--- config.mk ---
export PLATFORM = sky130hd
export DESIGN_NAME = pdc_parser
export DESIGN_NICKNAME = d
export VERILOG_FILES = /design/src/rtl/pdc_pkg.sv /design/src/rtl/pdc_parser.sv
export SDC_FILE = /design/constraint.sdc
export NUM_CORES = 1
export LEC_CHECK = 0
export BUFFER_PORTS_ARGS = -buffer_cell sky130_fd_sc_hd__buf_2
export CAP_MARGIN = 40
export CELL_PAD_IN_SITES_DETAIL_PLACEMENT = 0
export CELL_PAD_IN_SITES_GLOBAL_PLACEMENT = 2
export CORE_MARGIN = 3
export CORE_UTILIZATION = 36
export DETAILED_ROUTE_END_ITERATION = 12
export GPL_TIMING_DRIVEN = 1
export PLACE_DENSITY_LB_ADDON = 0.3
export REMOVE_ABC_BUFFERS = 1
export SYNTH_ARGS = -nofsm -noshare
export SYNTH_HDL_FRONTEND = slang
export SYNTH_SLANG_ARGS = --single-unit
--- constraint.sdc ---
create_clock -name clk_i -period 3.33 [get_ports clk_i]
set_input_delay 0.4995 -clock clk_i [delete_from_list [all_inputs] [get_ports clk_i]]
set_output_delay 0.4995 -clock clk_i [all_outputs]
set_load 0.1 [all_outputs]
--- src/rtl/pdc_pkg.sv ---
// shared types and constants for the packet deframer and checker
// no dependencies; imported by every module of the block
package pdc_pkg;

  localparam int unsigned ByteW    = 8;
  localparam int unsigned LenW     = 6;
  localparam int unsigned EventW   = 2;
  localparam int unsigned ErrW     = 3;
  localparam int unsigned AddrW    = 4;
  localparam int unsigned DataW    = 32;
  localparam int unsigned OutDataW = 40;

  // hard ceiling on payload length, combined with the max_length register
  localparam logic [LenW-1:0] MaxPayload = 6'd57;

  // register indexes (byte address / 4)
  localparam logic [1:0] RegHeader = 2'd0;
  localparam logic [1:0] RegFooter = 2'd1;
  localparam logic [1:0] RegMaxLen = 2'd2;

  localparam logic [ByteW-1:0]  HeaderRst = 8'hAA;
  localparam logic [ByteW-1:0]  FooterRst = 8'h55;
  localparam logic [LenW-1:0]   MaxLenRst = 6'd57;

  // result kinds
  localparam logic [EventW-1:0] EvNone = 2'd0;
  localparam logic [EventW-1:0] EvData = 2'd1;
  localparam logic [EventW-1:0] EvGood = 2'd2;
  localparam logic [EventW-1:0] EvBad  = 2'd3;

  // error codes
  localparam logic [ErrW-1:0] ErrNone   = 3'd0;
  localparam logic [ErrW-1:0] ErrLength = 3'd1;
  localparam logic [ErrW-1:0] ErrType   = 3'd2;
  localparam logic [ErrW-1:0] ErrDest   = 3'd3;
  localparam logic [ErrW-1:0] ErrFooter = 3'd4;

  typedef struct packed {
    logic [ByteW-1:0] header_byte;
    logic [ByteW-1:0] footer_byte;
    logic [LenW-1:0]  max_length;
  } cfg_t;

  typedef struct packed {
    logic [EventW-1:0] event_res;
    logic [ErrW-1:0]   error_code;
    logic [LenW-1:0]   length;
    logic [ByteW-1:0]  packet_type;
    logic [ByteW-1:0]  dest;
    logic [ByteW-1:0]  payload_byte;
  } result_t;

endpackage

--- src/rtl/pdc_parser.sv ---
// frame state machine, field capture, checks and registered result stage
// depends on pdc_pkg
module pdc_parser (
  input  logic                       clk_i,
  input  logic                       rst_ni,
  input  pdc_pkg::cfg_t              cfg_i,
  input  logic                       in_valid_i,
  output logic                       in_ready_o,
  input  logic [pdc_pkg::ByteW-1:0]  in_byte_i,
  output logic                       out_valid_o,
  input  logic                       out_ready_i,
  output pdc_pkg::result_t           out_res_o
);
  import pdc_pkg::*;

  typedef enum logic [2:0] {
    PhHunt, PhDest, PhType, PhLen, PhPayload, PhNType, PhNDest, PhFooter
  } phase_e;

  phase_e           phase_q, phase_d;
  logic [ByteW-1:0] dest_q, dest_d;
  logic [ByteW-1:0] type_q, type_d;
  logic [LenW-1:0]  len_q, len_d;
  logic [LenW-1:0]  cnt_q, cnt_d;
  logic [ErrW-1:0]  ferr_q, ferr_d;
  logic             out_valid_q;
  result_t          res_q, res_d;

  logic             accept;
  logic [LenW-1:0]  limit;
  logic             too_long;
  logic [LenW-1:0]  cnt_inc;

  // result stage frees up whenever its item is taken
  assign in_ready_o = ~out_valid_q | out_ready_i;
  assign accept     = in_valid_i & in_ready_o;

  assign limit    = (cfg_i.max_length > MaxPayload) ? MaxPayload : cfg_i.max_length;
  assign too_long = in_byte_i > {{(ByteW-LenW){1'b0}}, limit};
  assign cnt_inc  = cnt_q + LenW'(1);

  always_comb begin
    phase_d = phase_q;
    dest_d  = dest_q;
    type_d  = type_q;
    len_d   = len_q;
    cnt_d   = cnt_q;
    ferr_d  = ferr_q;
    res_d   = '0;
    res_d.event_res  = EvNone;
    res_d.error_code = ErrNone;

    case (phase_q)
      PhHunt: begin
        if (in_byte_i == cfg_i.header_byte) begin
          ferr_d  = ErrNone;
          phase_d = PhDest;
        end
      end
      PhDest: begin
        dest_d  = in_byte_i;
        phase_d = PhType;
      end
      PhType: begin
        type_d  = in_byte_i;
        phase_d = PhLen;
      end
      PhLen: begin
        if (too_long) begin
          len_d            = '0;
          res_d.event_res  = EvBad;
          res_d.error_code = ErrLength;
          phase_d          = PhHunt;
        end else begin
          len_d   = in_byte_i[LenW-1:0];
          cnt_d   = '0;
          phase_d = (in_byte_i[LenW-1:0] == '0) ? PhNType : PhPayload;
        end
      end
      PhPayload: begin
        res_d.event_res    = EvData;
        res_d.payload_byte = in_byte_i;
        cnt_d              = cnt_inc;
        if (cnt_inc >= len_q) begin
          phase_d = PhNType;
        end
      end
      PhNType: begin
        if (((~in_byte_i) != type_q) && (ferr_q == ErrNone)) begin
          ferr_d = ErrType;
        end
        phase_d = PhNDest;
      end
      PhNDest: begin
        if (((~in_byte_i) != dest_q) && (ferr_q == ErrNone)) begin
          ferr_d = ErrDest;
        end
        phase_d = PhFooter;
      end
      PhFooter: begin
        if ((in_byte_i != cfg_i.footer_byte) && (ferr_q == ErrNone)) begin
          ferr_d = ErrFooter;
        end
        if (ferr_d == ErrNone) begin
          res_d.event_res = EvGood;
        end else begin
          res_d.event_res  = EvBad;
          res_d.error_code = ferr_d;
        end
        phase_d = PhHunt;
      end
      default: phase_d = PhHunt;
    endcase

    res_d.dest        = dest_d;
    res_d.packet_type = type_d;
    res_d.length      = len_d;
  end

  always_ff @(posedge clk_i or negedge rst_ni) begin
    if (!rst_ni) begin
      phase_q     <= PhHunt;
      dest_q      <= '0;
      type_q      <= '0;
      len_q       <= '0;
      cnt_q       <= '0;
      ferr_q      <= ErrNone;
      out_valid_q <= 1'b0;
    end else begin
      if (accept) begin
        phase_q <= phase_d;
        dest_q  <= dest_d;
        type_q  <= type_d;
        len_q   <= len_d;
        cnt_q   <= cnt_d;
        ferr_q  <= ferr_d;
      end
      if (in_ready_o) begin
        out_valid_q <= in_valid_i;
      end
    end
  end

  always_ff @(posedge clk_i) begin
    if (accept) begin
      res_q <= res_d;
    end
  end

  assign out_valid_o = out_valid_q;
  assign out_res_o   = res_q;

  a_data_no_err: assert property (@(posedge clk_i) disable iff (!rst_ni)
    (out_valid_q && res_q.event_res == EvData) |-> res_q.error_code == ErrNone)
    else $error("payload item carries an error code");

  a_bad_has_code: assert property (@(posedge clk_i) disable iff (!rst_ni)
    (out_valid_q && res_q.event_res == EvBad) |-> res_q.error_code != ErrNone)
    else $error("bad verdict without an error code");

  a_long_rehunt: assert property (@(posedge clk_i) disable iff (!rst_ni)
    (accept && phase_q == PhLen && too_long) |=> phase_q == PhHunt && len_q == '0)
    else $error("oversized length did not return to hunting");

  a_cnt_bound: assert property (@(posedge clk_i) disable iff (!rst_ni)
    (phase_q == PhPayload) |-> cnt_q < len_q)
    else $error("payload count ran past the length");

endmodule

Word-level counts from Yosys, hierarchy flattened
Index checks and enable logic that the tools add are counted.

Eq/ne operators: 16. $add $sub $neg: 1. $mul: 0. Multiplexer cells: 23. Reductions and logical operators: 12. Shifts and indexed selects: 0. Bitwise logic cells: 4. Order comparisons: 3. Divide/modulo/power cells: 0.

Operators by type and width (number): 2-to-1 mux 3 bit (9); 2-to-1 mux 6 bit (4); != test 8 bit (3); one-hot mux 3 bit (8 select lines) (1); 2-to-1 mux 8 bit (2); equality test 3 bit (second input constant) (4); one-hot mux 3 bit (4 select lines) (1); one-hot mux 6 bit (2 select lines) (1); != test 2 bit (second input constant) (5); logical NOT 3 bit (3); equality test 8 bit (1); greater-than comparator 8 x 6 -> 1 bit (1); NOT 8 bit (1); adder 6 x 1 -> 6 bit (second input constant) (1); equality test 3 x 2 -> 1 bit (second input constant) (2); >= comparator 6 bit (1); greater-than comparator 6 bit (second input constant) (1); logical NOT 6 bit (1); one-hot mux 2 bit (3 select lines) (1); one-hot mux 3 bit (2 select lines) (1); AND reduction 3 bit (2); 2-to-1 mux 5 bit (1); AND reduction 5 bit (1); nonzero test 4 bit (1); 7 further kinds (10).

Output and inout port bits: 37. Bits of input ports: 34. RAM bits: 0. Memory bits (read-only): 0. Memories: 0. Flip-flop bits (word level): 70. Latch bits: 0.

Logic depth before layout (Yosys ltp)
Gate-level depths: netlist of the first run.

Depth in word-level cells: 7. Depth in mapped cells: 10. Mapped depth without buffers: 10.

Least setup slack after synthesis of the first run
Ideal clock, no wire load.

Path kind: reg-to-reg. From: reg out_valid_q (netlist: out_valid_o). To: reg res_q, in the netlist out_res_o[0], enable pin. Required time: 2917 ps. Data arrival time: 3515 ps. Setup slack: -598 ps. Cell stages (with the launch flop): 6. Buffers on the path: 2. Path through: dfrtp_1 -> nand2b_1 -> nand2_1 -> inv_1 -> clkbuf_1 -> buf_1.

Longest elaborated chain between the ends: 3.

Ends and longest elaborated chain: start, declared (RTL line pdc_parser.sv:26) `logic out_valid_q;`; start signal, assigned (RTL line pdc_parser.sv:139) `out_valid_q <= in_valid_i;`; NOT 1 bit (RTL line pdc_parser.sv:35) `assign in_ready_o = ~out_valid_q | out_ready_i;`; OR 1 bit (RTL line pdc_parser.sv:35); net in_ready_o (RTL line pdc_parser.sv:8) `output logic in_ready_o,`; bitwise AND 1 bit (RTL line pdc_parser.sv:36) `assign accept = in_valid_i & in_ready_o;`; net accept (RTL line pdc_parser.sv:29) `logic accept;`; end signal, assigned (RTL line pdc_parser.sv:146) `res_q <= res_d;`; end, declared (RTL line pdc_parser.sv:27) `result_t res_q, res_d;`.

The timed path passes the listed nets, and every way through them passes these cells. A chain may end at the register's enable or synchronous reset.

==> summary.md, run 1 <==
| Metric | Value |
|---|---|
| Buf/Inv on CP | `0` |
| CP top delay family | `compound AO/OA/AOI/OAI gates` |
| Post-synth ARST share | `50.0%` |
| Die Width | `107 um` |
| Cell Count, Final, Fillers Out | `542` |
| R2R depth | `10` |
| Crit path DAT | `2.57 ns` |
| Num ports | `71` |
| All-Layer GR Usage | `16.9%` |
| CTS tree | `built` |
| FF/Latch Area | `1930 sq um` |
| Chip height | `107 um` |
| Slowest CP cell | `dfrtp_1` |
| Avg Synthesized Cell Area | `11.1 sq um` |
| Final #Nets | `451` |
| DP HPWL | `6280 um` |
| First-pass GRT wire length | `14,600 um` |
| Vias in the first global route | `2,734` |
| Layout cells sized above 1 | `29.8%` |
| Leak | `0.00206 uW` |
| Starting density of the core | `37.4%` |
| YS warnings | `0` |
| Minimum clock period | `2.33 ns` |
| Mapped Area | `3690 sq um` |
| Hold-fix buffers, CTS | `0` |
| Largest net degree at the start of global routing | `27` |
| Setup Buffers After CTS | `0` |
| Placed cell area | `4180 sq um` |
| Final Instance Area | `4450 sq um` |
| Area of the die | `11,500 sq um` |
| Fin crit share | `70.1%` |
| Crit-path cells | `ha_1 > nand3_1 > xnor2_1 > ha_1 > a21o_1 > a211oi_1 > o21ai_1 > nand2_2 > nor3_4 > a22o_1` |
| Layout fillers | `959` |
| Setup WS pre-CTS | `0.928 ns` |
| Seq cells post-synth | `70` |
| Initial antenna violation count | `0` |
| Area Growth Syn to Fin | `20.6%` |
| Peak supply drop | `0.367 mV` |
| IO buf count | `70` |
| Unrepaired setup endpoints after global routing | `no` |
| Core area | `9860 sq um` |
| Required @ worst endpoint | `3.56 ns` |
| Post-synth EDFFs | `35` |
| # resized after CTS | `0` |
| Clk root buf | `clkbuf_8` |
| FMAX | `0.429 GHz` |
| Crit Path Class | `reg2reg` |
| ANT cells | `0` |
| Worst reg2reg startpoint | `cnt_q[0]$_DFFE_PN0P_` |
| Setup TNS | `0 ns` |
| Most common cell after layout, fill and taps aside | `buf_2` |
| Sequential cell area fraction in the yosys report | `52.2%` |
| Area occupied by multi-input gates | `1630 sq um` |
| Vias per std cell | `4.89` |
| Iter 0 DRT Violations | `62` |
| Post-Synthesis Cells | `333` |
| Worst setup EP type | `register` |
| Wire length per cell | `16.4 um` |
| Max Root-Sink Buffers | `2` |
| Outcome | `complete, no violations` |
| Slew Limit Fails | `0` |
| Final-report hold violation count | `0` |
| Antenna-violating nets left | `0` |
| Routed vias | `2,648` |
| Overflow after GRT | `0` |
| CTS sink cnt | `70` |
| Pwr Density | `896 nW/um^2` |
| Reg2Reg Setup Slack | `1.0 ns` |
| Worst-Margin Slew | `0.750 ns` |
| Worst slew margin | `49.8%` |
| Clock transition at path regs | `0.08 ns` |
| Worst Hold Class | `in2async` |
| Commonest non-fill, non-tap cells in the layout | `buf_2, nand2_1, dfrtp_1, edfxtp_1, xor2_1` |
| Crit path max fanout | `7` |
| Final setup viols | `0` |
| Pwr Total | `3990 uW` |
| Total CTS buffers | `9` |
| Clock Latency Late Sink | `0.36 ns` |
| DRC | `0` |
| Synth cell types | `48` |
| Worst Slack Setup Final | `0.997 ns` |
| Max-cap violations | `0` |
| GP Congestion | `0.785` |
| Top_reg_cell synth | `edfxtp_1` |
| RR Endpoint | `len_q[4]$_DFFE_PN0P_` |
| Row Count | `36` |
| Inst Count DP | `526` |
| Total Wirelength | `8900 um` |
| Crit path largest cell delay | `0.40 ns` |
| CP Launch Type | `register` |
| H-Tree Depth | `3` |
| Drt pass-1 iters | `4` |
| CP most frequent cell | `ha_1` |
| Final Skew | `0.0126 ns` |
-- worst register-to-register path, delay by kind of cell (launching register included) --
family / cells / cell delay (ns)
XOR/XNOR: 1 / 0.24
flip-flops: 1 / 0.40
AND/OR/NAND/NOR: 3 / 0.28
adder cells (fa/ha/maj): 2 / 0.52
AO/OA/AOI/OAI: 4 / 0.78
-- metal layers --
layer,global-route usage [%],wire length [um]
met2,25.9,4130
met4,6.30,189
met3,4.15,507
met5,0,0
met1,23.0,4070
-- Yosys cell counts (2+ instances only) --
cell type   n  area share [%]
a31oi_1     2            0.34
nand3_1     7            0.95
a21o_1      2            0.41
clkbuf_1    5            0.51
nor3b_2     2            0.68
edfxtp_1   35              28
nand2_2     2            0.34
nor2_2      2            0.34
dfrtp_1    35              24
o21ai_1     7            0.95
o2111ai_1   2            0.47
buf_6       2            0.61
a21oi_1     9             1.2
buf_4       3            0.61
inv_1      11             1.1
nand4_1     5            0.85
nor4_2      2            0.68
and2_1      2            0.34
and3_1      8             1.4
nand2_1    69             7.0
nor3_1      3            0.41
nor2_1     11             1.1
nor4_1      3            0.51
xor2_1     34             8.1
ha_1       13             4.4
nand2b_1    4            0.68
buf_2       5            0.68
a22o_1     11             2.6
xnor2_1     3            0.71
mux2_2     16             4.9
-- flip-flops by register name, summed over array words and instances (netlist names) --
| register | flops |
|---|---|
| cnt_q | 6 |
| dest_q | 8 |
| ferr_q | 3 |
| len_q | 6 |
| out_res_o | 35 |
| out_valid_o | 1 |
| phase_q | 3 |
| type_q | 8 |
-- worst max-delay path by stage --
stage	start	depth (start not counted)	endpoint
floorplan	out_valid_o$_DFFE_PN0N_	5	cnt_q[0]$_DFFE_PN0P_
global placement	in_byte_i[4]	9	cnt_q[0]$_DFFE_PN0P_
detailed placement	in_byte_i[4]	9	cnt_q[0]$_DFFE_PN0P_
CTS	cnt_q[0]$_DFFE_PN0P_	10	len_q[4]$_DFFE_PN0P_
global route	cnt_q[0]$_DFFE_PN0P_	10	len_q[4]$_DFFE_PN0P_
finish	cnt_q[0]$_DFFE_PN0P_	10	len_q[4]$_DFFE_PN0P_
-- where the power goes --
part / switching [uW] / leakage [uW] / internal, uW
clock network: 339 / 0.000132 / 593
registers: 210 / 0.000799 / 1220
logic: 1140 / 0.00113 / 484
-- metrics by stage --
stage	hold slack, ns	util, %
6_report	0.112	45.1
3_5_place_dp	0.488	42.4
5_1_grt	0.140	45.1
4_1_cts	0.118	45.1
3_3_place_gp	0.486	42.1
2_1_floorplan	0.204	-
-- final cells by class --
cell class	instances	share of cell area, %
timing repair buffer	76	9.34
inverter	11	0.928
tap	133	3.74
sequential	70	43.3
multi-input combinational	236	36.6
clock buffer	10	3.09
clock inverter	6	2.98
-- cell families after synthesis --
| family | after synthesis | share of synthesized area (%) |
|---|---|---|
| multiplexers | 17 | 5.19 |
| adder cells (fa/ha/maj) | 13 | 4.41 |
| AO/OA/AOI/OAI | 45 | 9.40 |
| XOR/XNOR | 37 | 8.79 |
| AND/OR/NAND/NOR | 124 | 16.3 |
| buffers and inverters | 27 | 3.63 |
| flip-flops | 70 | 52.2 |
Note: power is estimated with default switching activity, not from simulation.
==> inputs of run 2 (changes only) <==
--- a/config.mk
+++ b/config.mk
@@ -5,12 +5,13 @@
 export SDC_FILE = /design/constraint.sdc
 export NUM_CORES = 1
 export LEC_CHECK = 0
+export ABC_AREA = 1
 export BUFFER_PORTS_ARGS = -buffer_cell sky130_fd_sc_hd__buf_2
 export CAP_MARGIN = 40
 export CELL_PAD_IN_SITES_DETAIL_PLACEMENT = 0
 export CELL_PAD_IN_SITES_GLOBAL_PLACEMENT = 2
 export CORE_MARGIN = 3
-export CORE_UTILIZATION = 36
+export CORE_UTILIZATION = 33
 export DETAILED_ROUTE_END_ITERATION = 12
 export GPL_TIMING_DRIVEN = 1
 export PLACE_DENSITY_LB_ADDON = 0.3
==> constraint.sdc (replaced) <==
create_clock -name clk_i -period 2.25 [get_ports clk_i]
set_input_delay 0.3375 -clock clk_i [delete_from_list [all_inputs] [get_ports clk_i]]
set_output_delay 0.3375 -clock clk_i [all_outputs]
set_load 0.1 [all_outputs]
==> summary.md, run 2 <==
| Metric | Value |
|---|---|
| Outcome | `complete, no violations` |
| Vias in the first global route | `3,213` |
| Sw power | `2650 uW` |
| Required @ worst endpoint | `2.47 ns` |
| IO buf count | `70` |
| Reg2Reg Setup Slack | `0.19 ns` |
| Inst Count DP | `692` |
| Max Root-Sink Buffers | `2` |
| Clk root buf | `clkbuf_16` |
| Iter 0 DRT Violations | `178` |
| Power share of the combinational group | `43.3%` |
| Post-Synth XOR/XNOR Area | `4.17%` |
| Area share of and/or/nand/nor cells after synthesis | `29.4%` |
| Seq cells post-synth | `70` |
| Crit path largest cell delay | `0.45 ns` |
| CTS sink cnt | `70` |
| Levels on crit path | `13` |
| Area of the die | `13,500 sq um` |
| Num ports | `71` |
| H-Tree Depth | `3` |
| Mapped Area | `3990 sq um` |
| Yosys top cell area share | `26.3%` |
| Top area cells in the synthesized netlist | `edfxtp_1, dfrtp_1, nand2_1` |
| CP most frequent cell | `nand2_1` |
| DRC | `0` |
| Slew Limit Fails | `0` |
| CP top delay family | `simple AND/OR/NAND/NOR gates` |
| Final-report hold violation count | `0` |
| DP HPWL | `7620 um` |
| Cell Count, Final, Fillers Out | `708` |
| ANT cells | `0` |
| Worst setup EP type | `register` |
| Vias per std cell | `4.66` |
| All-Layer GR Usage | `16.4%` |
| Clock Latency Late Sink | `0.33 ns` |
| CP startpoint | `cnt_q[0]$_DFFE_PN0P_` |
| Commonest cells post-synth | `nand2_1, inv_1, dfrtp_1, edfxtp_1, nor2_1` |
| Final Skew | `0.00618 ns` |
| Drt pass-1 iters | `4` |
| First-pass GRT wire length | `16,700 um` |
| Worst-Margin Slew | `0.493 ns` |
| Avg Synthesized Cell Area | `8.22 sq um` |
| R2R depth | `13` |
| Initial antenna violation count | `0` |
| Buf/Inv on CP | `2` |
| Worst slew margin | `67.3%` |
| Switching Share | `46.0%` |
| Top cell type by total area after synthesis | `edfxtp_1` |
| Post-synth EDFFs | `35` |
| Final #Nets | `609` |
| Clock transition at path regs | `0.06 ns` |
| Synth cell types | `38` |
| HP Start | `out_ready_i` |
| Crit Path Class | `reg2reg` |
| Row Count | `39` |
| Leak | `0.00241 uW` |
| Max FFs per register | `35` |
| Compound-Gate Fraction of Synth Area | `6.14%` |
| Top_reg_cell synth | `edfxtp_1` |
| FMAX | `0.486 GHz` |
| Total Wirelength | `10,300 um` |
| Int Pwr | `3110 uW` |
| Crit path DAT | `2.28 ns` |
| Commonest non-fill, non-tap cells in the layout | `nand2_1, buf_2, inv_1, edfxtp_1, dfrtp_1` |
| Pwr Total | `5760 uW` |
| CTS tree | `built` |
| Pwr Density | `1200 nW/um^2` |
| Antenna-violating nets left | `0` |
| Worst reg2reg startpoint | `cnt_q[0]$_DFFE_PN0P_` |
| Worst Hold Path Cells | `4` |
| Clk pwr share | `22.5%` |
| Routed vias | `3,297` |
| Mux cell area share after synthesis | `0%` |
| Fin crit share | `91.4%` |
| Layout cells sized above 1 | `24.2%` |
| Crit-path cells | `ha_4 > nand2_1 > inv_1 > nand2_1 > xor2_1 > inv_1 > ha_1 > nand2_1 > o21a_1 > nand4_1 > nand3_2 > nand2_1 > nand2_1` |
| Total CTS buffers | `9` |
| Final setup viols | `0` |
| Slowest CP cell | `dfrtp_2` |
| Chip height | `116 um` |
| Area occupied by multi-input gates | `1760 sq um` |
| Area Growth Syn to Fin | `20.2%` |
| Sequential share of power | `34.2%` |
| Overflow after GRT | `0` |
| Largest net degree at the start of global routing | `51` |
| Post-synth ARST share | `50.0%` |
| Core area | `11,600 sq um` |
| Peak supply drop | `0.463 mV` |
| YS warnings | `0` |
| CP Launch Type | `register` |
| Sequential cell area fraction in the yosys report | `48.3%` |
| Die Width | `116 um` |
| Largest family of logic cells by synthesized area | `simple AND/OR/NAND/NOR gates` |
| Adder-cell area share of the yosys netlist | `4.07%` |
| Most common cell after layout, fill and taps aside | `nand2_1` |
| Crit path max fanout | `5` |
| Max-cap violations | `0` |
| Worst Hold Class | `in2reg` |
| FF/Latch Area | `1930 sq um` |
| Starting density of the core | `34.4%` |
| GP Congestion | `0.777` |
| Minimum clock period | `2.06 ns` |
| Layout fillers | `1,205` |
| Wire length per cell | `14.5 um` |
| Most frequent cell after synthesis | `nand2_1` |
| Post-Synthesis Cells | `486` |
[run 2: final cells by class]
class | instances | share of cell area, %
multi-input combinational | 342 | 36.7
inverter | 59 | 4.69
clock buffer | 12 | 5.35
sequential | 70 | 40.2
clock inverter | 2 | 0.183
tap | 143 | 3.73
timing repair buffer | 80 | 9.18
[run 2: power groups by stage]
| stage | Clock (uW) | Combinational [uW] | Sequential, uW |
|---|---|---|---|
| final | 1290 | 2490 | 1970 |
| after global routing | 1390 | 2740 | 2010 |
| after CTS | 1330 | 2520 | 1970 |
| after detailed placement | 0 | 2510 | 1980 |
| after global placement | 0 | 2480 | 1980 |
| after floorplan | 0 | 1090 | 2870 |
[run 2: path summary, 6_finish.rpt]
path / to
max: phase_q[2]$_DFFE_PN0P_
min: out_valid_o$_DFFE_PN0N_
max reg2reg: phase_q[2]$_DFFE_PN0P_
min reg2reg: ferr_q[2]$_DFFE_PN0P_
max in group asynchronous: cnt_q[0]$_DFFE_PN0P_
min in group asynchronous: type_q[4]$_DFFE_PN0P_
[run 2: logic make-up (layout without fill, tap and decap cells)]
| group | Yosys count | in the layout |
|---|---|---|
| flops | 70 | 70 |
| fa+ha+maj | 13 | 13 |
| simple gates | 270 | 270 |
| compound gates | 40 | 40 |
| xor+xnor | 19 | 19 |
| buf+inv | 74 | 153 |
[run 2: through the flow]
step	hold WS (ns)	setup slack, ns	cell area, sq um	TNS [ns]	util, %
2_1_floorplan	0.0419	-1.25	3900	-71.01	-
3_3_place_gp	0.280	0.208	4500	0	38.8
3_5_place_dp	0.286	0.157	4500	0	38.8
4_1_cts	0.274	0.143	4780	0	41.1
5_1_grt	0.324	-0.00527	4800	-0.00527	41.3
6_report	0.280	0.193	4800	0	41.3
[run 2: tightest hold or removal path, stage by stage]
cell,delay [ns]
buf_2,0.08
inv_1,0.03
nand2_1,0.07
nand2_1,0.05
[run 2: metal layers]
layer  GRT usage [%]  vias up  wire [um]
li1                -     1695          -
met1            21.9     1528       4880
met2            27.0       65       4840
met3            3.66        9        423
met4            4.49        0        136
met5               0        -          0
[run 2: timing repair]
action | 4_1_cts | 5_1_grt
setup buffers | 0 | 1
hold buffers | 1 | 0
endpoints found under the setup margin | 0 | 3
resized for setup | 0 | 4
hold endpoints to repair | 12 | 0
